<file path="src/lwrc_pkg.sv">
// Package for the longest word repeat counter.
// Holds mode codes, word length limits, port widths and character helpers.
// No dependencies.
`default_nettype none

package lwrc_pkg;

    // Longest word length kept in the buffers; the buffer index is 7 bits wide.
    localparam int MAX_WORD = 127;
    localparam logic [6:0] WORD_CAP = (MAX_WORD > 127) ? 7'd127 : 7'(MAX_WORD);

    // Request mode codes carried in the slave tuser.
    localparam logic [1:0] MODE_TEXT = 2'd0;
    localparam logic [1:0] MODE_END  = 2'd1;
    localparam logic [1:0] MODE_READ = 2'd2;

    // Stream widths.
    localparam int S_TDATA_W = 16;
    localparam int S_TUSER_W = 2;
    localparam int M_TDATA_W = 48;

    // ASCII letter test.
    function automatic logic is_letter(input logic [7:0] c);
        return ((c >= 8'h61) && (c <= 8'h7A)) || ((c >= 8'h41) && (c <= 8'h5A));
    endfunction

    // Fold upper case letters to lower case; other bytes pass unchanged.
    function automatic logic [7:0] to_lower(input logic [7:0] c);
        return ((c >= 8'h41) && (c <= 8'h5A)) ? (c + 8'd32) : c;
    endfunction

    // One accepted request held in the input register.
    typedef struct packed {
        logic [1:0] mode;
        logic [7:0] text_byte;
        logic [6:0] read_index;
    } t_req;

endpackage

`default_nettype wire

</file>
<file path="src/longest_word_repeat_counter.sv">
// Top level of the longest word repeat counter.
// Depends on lwrc_pkg for mode codes, limits and character helpers.
//
// Usage:
//   Requests enter on the s_axis channel, one byte of text per request. The
//   tuser field selects the mode: a text byte, end of text, or a read of one
//   character of the stored longest word at read_index. Every request gives
//   exactly one result on the m_axis channel with the longest word length,
//   its repeat count, the word total and, for reads, the stored character.
//   An accepted request waits in the input register, where the state and the
//   word buffer are updated, and its result is then taken into the output
//   register together with the registered buffer read. Throughput is one
//   request per cycle while the receiver does not stall, set by the single
//   write and single read port of the word buffer. The case-insensitive
//   compare of a letter against the stored word completes in the cycle after
//   its buffer read and is folded into the match flag before the next word
//   close needs it.
//   When the receiver stalls, the output holds its result and the input
//   register takes one more request; s_axis_tready then drops.
//   Reset clears all counters, the match state and both valid flags; the word
//   buffer is not cleared and needs no clearing pass.
`default_nettype none

module longest_word_repeat_counter (
    input  wire logic                           i_clk,
    input  wire logic                           i_rst_n,
    input  wire logic                           s_axis_tvalid,
    output logic                                s_axis_tready,
    // tdata: [7:0] text_byte, [14:8] read_index, [15] zero
    input  wire logic [lwrc_pkg::S_TDATA_W-1:0] s_axis_tdata,
    // tuser: [1:0] mode
    input  wire logic [lwrc_pkg::S_TUSER_W-1:0] s_axis_tuser,
    output logic                                m_axis_tvalid,
    input  wire logic                           m_axis_tready,
    // tdata: [6:0] longest_length, [22:7] repeat_count, [38:23] word_total,
    //        [46:39] read_char, [47] zero
    output logic [lwrc_pkg::M_TDATA_W-1:0]      m_axis_tdata
);
    import lwrc_pkg::*;

    // Word buffer: two halves, one holds the longest word, the other the word
    // in progress.
    logic [7:0] mem [0:255];
    logic [7:0] r_mem_q;

    // Input register.
    t_req r_in;
    logic r_in_valid, n_in_valid;

    // Scanner state.
    logic        r_sel, n_sel;
    logic [6:0]  r_longest, n_longest;
    logic [6:0]  r_cur, n_cur;
    logic        r_in_word, n_in_word;
    logic        r_match, n_match;
    logic        r_cmp, n_cmp;
    logic [7:0]  r_cmp_c, n_cmp_c;
    logic [15:0] r_repeat, n_repeat;
    logic [15:0] r_total, n_total;

    // Output register.
    logic        r_o_valid, n_o_valid;
    logic [6:0]  r_o_len;
    logic [15:0] r_o_rep;
    logic [15:0] r_o_tot;
    logic        r_o_rd, n_o_rd;

    logic       advance, process, accept, close;
    logic       mismatch, match_eff;
    logic       wr_en, rd_en;
    logic [7:0] waddr, raddr;

    // Handshake and pipeline advance.
    assign advance       = !r_o_valid || m_axis_tready;
    assign process       = advance && r_in_valid;
    assign s_axis_tready = !r_in_valid || advance;
    assign accept        = s_axis_tvalid && s_axis_tready;

    // Compare result of the previous letter, available from the buffer read.
    assign mismatch  = r_cmp && (to_lower(r_mem_q) != to_lower(r_cmp_c));
    assign match_eff = r_match && !mismatch;
    assign waddr     = {~r_sel, r_cur};

    // Next state of the scanner for the request in the input register.
    always_comb begin
        n_sel     = r_sel;
        n_longest = r_longest;
        n_cur     = r_cur;
        n_in_word = r_in_word;
        n_match   = match_eff;
        n_cmp     = 1'b0;
        n_cmp_c   = r_cmp_c;
        n_repeat  = r_repeat;
        n_total   = r_total;
        n_o_rd    = 1'b0;
        wr_en     = 1'b0;
        rd_en     = 1'b0;
        raddr     = {r_sel, r_in.read_index};
        close     = 1'b0;

        if (process) begin
            unique case (r_in.mode)
                MODE_TEXT: begin
                    if (is_letter(r_in.text_byte)) begin
                        n_in_word = 1'b1;
                        if (r_cur < WORD_CAP) begin
                            wr_en = 1'b1;
                            n_cur = r_cur + 7'd1;
                            if (r_cur < r_longest) begin
                                n_cmp   = 1'b1;
                                n_cmp_c = r_in.text_byte;
                                rd_en   = 1'b1;
                                raddr   = {r_sel, r_cur};
                            end
                        end
                    end else begin
                        close = 1'b1;
                    end
                end
                MODE_END: begin
                    close = 1'b1;
                end
                MODE_READ: begin
                    n_o_rd = r_in.read_index < r_longest;
                    rd_en  = n_o_rd;
                end
                default: begin
                end
            endcase
        end

        // Word close: count it, then compare against the stored longest word.
        if (close && r_in_word) begin
            if (r_total != 16'hFFFF) begin
                n_total = r_total + 16'd1;
            end
            if (r_cur > r_longest) begin
                n_sel     = ~r_sel;
                n_longest = r_cur;
                n_repeat  = 16'd1;
            end else if ((r_cur == r_longest) && match_eff && (r_repeat != 16'hFFFF)) begin
                n_repeat = r_repeat + 16'd1;
            end
            n_in_word = 1'b0;
            n_cur     = 7'd0;
            n_match   = 1'b1;
        end
    end

    // Valid flags.
    always_comb begin
        n_in_valid = r_in_valid;
        if (accept) begin
            n_in_valid = 1'b1;
        end else if (process) begin
            n_in_valid = 1'b0;
        end
        n_o_valid = r_o_valid;
        if (process) begin
            n_o_valid = 1'b1;
        end else if (m_axis_tready) begin
            n_o_valid = 1'b0;
        end
    end

    // Control registers.
    always_ff @(posedge i_clk) begin
        if (!i_rst_n) begin
            r_in_valid <= 1'b0;
            r_o_valid  <= 1'b0;
            r_sel      <= 1'b0;
            r_longest  <= 7'd0;
            r_cur      <= 7'd0;
            r_in_word  <= 1'b0;
            r_match    <= 1'b1;
            r_cmp      <= 1'b0;
            r_repeat   <= 16'd0;
            r_total    <= 16'd0;
        end else begin
            r_in_valid <= n_in_valid;
            r_o_valid  <= n_o_valid;
            r_sel      <= n_sel;
            r_longest  <= n_longest;
            r_cur      <= n_cur;
            r_in_word  <= n_in_word;
            r_match    <= n_match;
            r_cmp      <= n_cmp;
            r_repeat   <= n_repeat;
            r_total    <= n_total;
        end
    end

    // Payload registers.
    always_ff @(posedge i_clk) begin
        r_cmp_c <= n_cmp_c;
        if (accept) begin
            r_in.mode       <= s_axis_tuser;
            r_in.text_byte  <= s_axis_tdata[7:0];
            r_in.read_index <= s_axis_tdata[14:8];
        end
        if (process) begin
            r_o_len <= n_longest;
            r_o_rep <= n_repeat;
            r_o_tot <= n_total;
            r_o_rd  <= n_o_rd;
        end
    end

    // Word buffer with one write and one registered read port.
    always_ff @(posedge i_clk) begin
        if (wr_en) begin
            mem[waddr] <= r_in.text_byte;
        end
        if (rd_en) begin
            r_mem_q <= mem[raddr];
        end
    end

    assign m_axis_tvalid = r_o_valid;
    assign m_axis_tdata  = {1'b0, (r_o_rd ? r_mem_q : 8'd0), r_o_tot, r_o_rep, r_o_len};

endmodule

`default_nettype wire

</file>
<file path="config.mk">
export PLATFORM = sky130hd
export DESIGN_NAME = longest_word_repeat_counter
export DESIGN_NICKNAME = d
export VERILOG_FILES = /design/src/lwrc_pkg.sv /design/src/longest_word_repeat_counter.sv
export SDC_FILE = /design/constraint.sdc
export NUM_CORES = 2
export LEC_CHECK = 0
export BUFFER_PORTS_ARGS = -buffer_cell sky130_fd_sc_hd__buf_4
export CAP_MARGIN = 20
export CORE_UTILIZATION = 36
export DETAILED_ROUTE_END_ITERATION = 7
export SYNTH_ARGS = -nofsm -noshare
export SYNTH_HDL_FRONTEND = slang
export SYNTH_SLANG_ARGS = --single-unit
</file>
<file path="constraint.sdc">
create_clock -name i_clk -period 7.5 [get_ports i_clk]
set_input_delay 2.25 -clock i_clk [delete_from_list [all_inputs] [get_ports i_clk]]
set_output_delay 2.25 -clock i_clk [all_outputs]
set_load 0.1 [all_outputs]
</file>
==> impl_results.md <==
- Status: complete, but fails checks
- Violated checks: max-slew violations
- R2r worst-path depth: 14
- Tcrit/Tclk final: 0.869
- CTS Root Cell: clkbuf_16
- Max frequency: 153 MHz
- Slew headroom: -0.000869
- Final setup fails: 0
- Synthesis-to-layout area growth: 14.9%
- Post-synth EDFFs: 2121
- Routed vias/inst: 5.93
- Worst min path class: flip-flop to flip-flop
- Post-CTS Setup Inserts: 0
- Placed cell count: 9096
- Worst-path clk slew: 0.06 ns
- Post-Synthesis Cell Area: 89000 um2
- Slew @ Worst Pin: 1.50 ns
- Global route overflow: 0
- Final Hold Vio Count: 0
- Worst reg2reg path startpoint: r_cur[6]
- Post-Syn Nets: 5948
- DR DRC count: 0
- Final worst slack: 0.984 ns
- Crit path top cell by count: buf_4
- FFs w/ async S/R, synth: 0
- Final #Nets: 6143
- Clock Tree Buf Depth: 3
- Yosys warning total: 0
- Crit path capture type: flip-flop
- MaxCap Viol Count: 0
- Synth Instances: 5905
- Dpl ws: -0.0398 ns
- Sink Count: 2173
- Total Die Area: 249000 um2
- Unrepaired setup endpoints after global routing: false
- Critical Path Max Stage Delay: 0.81 ns
- Seq/Total Area, Yosys: 0.728
- Total power per unit cell area: 253 nW/um2
- Routed Antenna Nets: 0
- Clock Latency Late Sink: 0.87 ns
- Starting Density: 0.362
- Yosys reg bits: 2173
- Vias in the first global route: 54.3k
- Initial antenna violation count: 22
- Slew Limit Fails: 8
- GP Congestion: 0.916
- Wire length per cell: 29.7 um
- Worst clock skew: 0.0484 ns
- Critical path, cell by cell: buf_4 -> nand2b_1 -> o2111a_1 -> and3_4 -> buf_12 -> nand3_4 -> nand2_2 -> nand2_1 -> o22a_1 -> a31oi_1 -> nor4_1 -> buf_4 -> nor4_1 -> buf_4
- Largest net degree at the start of global routing: 204
- Core region area: 246000 um2
- H-Tree Depth: 4
- Final std cells w/o fill: 9516
- WHS: 0.505 ns
- WP data arrival: 7.25 ns
- First-pass GRT wire length: 400000 um
- CTS tree: yes
- Worst Path Max Fanout: 43
- HP Start: r_in_word
- Proportion of layout cells with a drive suffix above 1: 0.149
- Top post-synthesis cells by area: edfxtp_1, mux2i_1, o21ai_0
- Cell taking the most area after synthesis: edfxtp_1
- GRT Overall Usage: 0.222
- Detailed-route via count: 56.4k
- Hold buffers post-CTS: 0
- Hold Path End: r_in_word
- PortBufs: 69
- DP Wirelength: 177000 um
- First-pass iteration count of the detailed router: 8
- FILL cells: 21.9k
- Worst EP required: 8.24 ns
- Resized cells post-CTS: 0
- Reg-to-Reg End: r_mem_q[0]
- Die height: 499 um
- Total wire length: 283000 um
- Clock buffers created by TritonCTS: 218
- Placement Rows: 182
- Initial drt markers: 7639
- Tot Pwr: 0.0259 W
- IO Pins: 72
- Die Width: 499 um
- Post-synth top area share: 0.716
- Post-synth top flop: edfxtp_1
- Average cell area after synthesis: 15.1 um2
- Static leakage: 33.2 nW
- Crit start category: input pin
- Worst VDD drop: 0.262 mV
- WS Path Type: input pin to flip-flop
- R2R Setup Slk: 1.18 ns
- Period minus WS final: 6.52 ns
- CP max-delay cell: nor4_1
- Cell variety after synth: 90
- Post-layout util: 0.416
- WHS Path Cells: 2
-- state kept, by name, indices dropped and copies added (netlist names) --
signal / count
m_axis_tvalid: 1
r_in: 17
r_match: 1
r_repeat: 16
r_o_rep: 16
r_total: 16
r_in_word: 1
r_o_rd: 1
r_cur: 7
r_cmp_c: 8
r_longest: 7
r_in_valid: 1
mem: 2048
r_o_len: 7
r_o_tot: 16
r_sel: 1
r_cmp: 1
r_mem_q: 8
-- metrics by stage --
stage / TNS [ns] / instance area (um2)
global placement: -0.00592 / 94900
floorplan: 0 / 89000
finish: 0 / 102000
global route: 0 / 102000
CTS: 0 / 102000
detailed placement: -0.0398 / 94900
-- critical path: cells and delay by family --
family                 cells  cell delay, ns
AND/OR/NAND/NOR            7            3.06
AO/OA/AOI/OAI              3            1.12
buffers and inverters      4            0.76
-- layout by cell type, fill, tap and decap left out, types with 28 or more instances in the layout --
cell / Yosys / final
mux2i_1: 414 / 413
a21oi_1: 283 / 281
o41ai_1: 33 / 33
nand2b_1: 111 / 111
and2_1: 52 / 51
nand4_1: 39 / 39
a211oi_1: 105 / 103
clkbuf_16: 0 / 220
nor2_1: 322 / 317
mux2_2: 60 / 60
edfxtp_1: 2121 / 2121
clkinv_2: 0 / 53
buf_12: 0 / 45
clkinv_1: 0 / 54
o22ai_1: 194 / 192
clkbuf_1: 244 / 29
buf_4: 30 / 362
a22oi_1: 35 / 35
mux4_2: 61 / 61
nand2_1: 351 / 349
o2111ai_1: 28 / 28
nand3_1: 269 / 269
a311oi_1: 54 / 54
dfxtp_1: 52 / 50
o22a_1: 32 / 32
o21ai_0: 319 / 318
and3_1: 41 / 39
-- worst max-delay path by stage --
stage                  start  depth (start not counted)           to
3_5_place_dp   m_axis_tready                         16   r_mem_q[6]
6_report       m_axis_tready                         14   r_mem_q[0]
3_3_place_gp   m_axis_tready                         16   r_mem_q[6]
4_1_cts        m_axis_tready                         16   r_mem_q[6]
2_1_floorplan       r_in[13]                         10  mem[231][0]
5_1_grt        m_axis_tready                         13   r_mem_q[0]
-- synthesized netlist by cell type, types with 16 or more instances --
library cell  instances
edfxtp_1           2121
mux2i_1             414
nand2_1             351
nor2_1              322
o21ai_0             319
a21oi_1             283
nand3_1             269
clkbuf_1            244
o22ai_1             194
nand2b_1            111
a211oi_1            105
buf_2                98
mux4_2               61
mux2_2               60
a311oi_1             54
and2_1               52
dfxtp_1              52
buf_1                50
and3_1               41
nand4_1              39
a22oi_1              35
o41ai_1              33
o22a_1               32
buf_4                30
a2111oi_0            28
o2111ai_1            28
nor4_1               27
a221oi_1             26
a31oi_1              25
a21o_1               24
ha_1                 21
xor2_1               20
nor3_1               19
xnor2_1              19
o31a_1               18
a22o_1               17
nor2b_1              16
-- area by class of cell --
class | count | area [um2] | area share
antenna | 7 | 17.5 | 0.000171
clock buffer | 249 | 5610 | 0.0549
clock inverter | 160 | 1660 | 0.0163
inverter | 13 | 48.8 | 0.000477
multi-input combinational | 3284 | 22500 | 0.220
sequential | 2173 | 64700 | 0.633
tap | 3220 | 4030 | 0.0394
timing repair buffer | 410 | 3630 | 0.0355
-- cells by family after synthesis --
family          Yosys count  share of synthesized area
flops                  2173                      0.728
compound gates         1355                      0.100
simple gates           1324                     0.0717
mux                     544                     0.0708
buf+inv                 448                     0.0226
xor+xnor                 39                    0.00384
fa+ha+maj                21                    0.00295
other cells               1                  0.0000422
-- per-layer routing --
metal  GRT usage  up-vias  wire (um)
met5           0        -        195
met4       0.108       30      14900
met3      0.0582      711      30900
met2       0.335     3229     126000
met1       0.295    28800     111000
li1            -    23700          -
-- report_power, final --
group / leakage [nW] / total [W] / switching, W / internal, W
clock: 3.56 / 0.0111 / 0.00482 / 0.00629
sequential: 19.5 / 0.0134 / 0.0000156 / 0.0133
combinational: 10.1 / 0.00138 / 0.000985 / 0.000396
total: 33.2 / 0.0259 / 0.00582 / 0.0200
No activity file was read; power rests on OpenSTA's default activity.
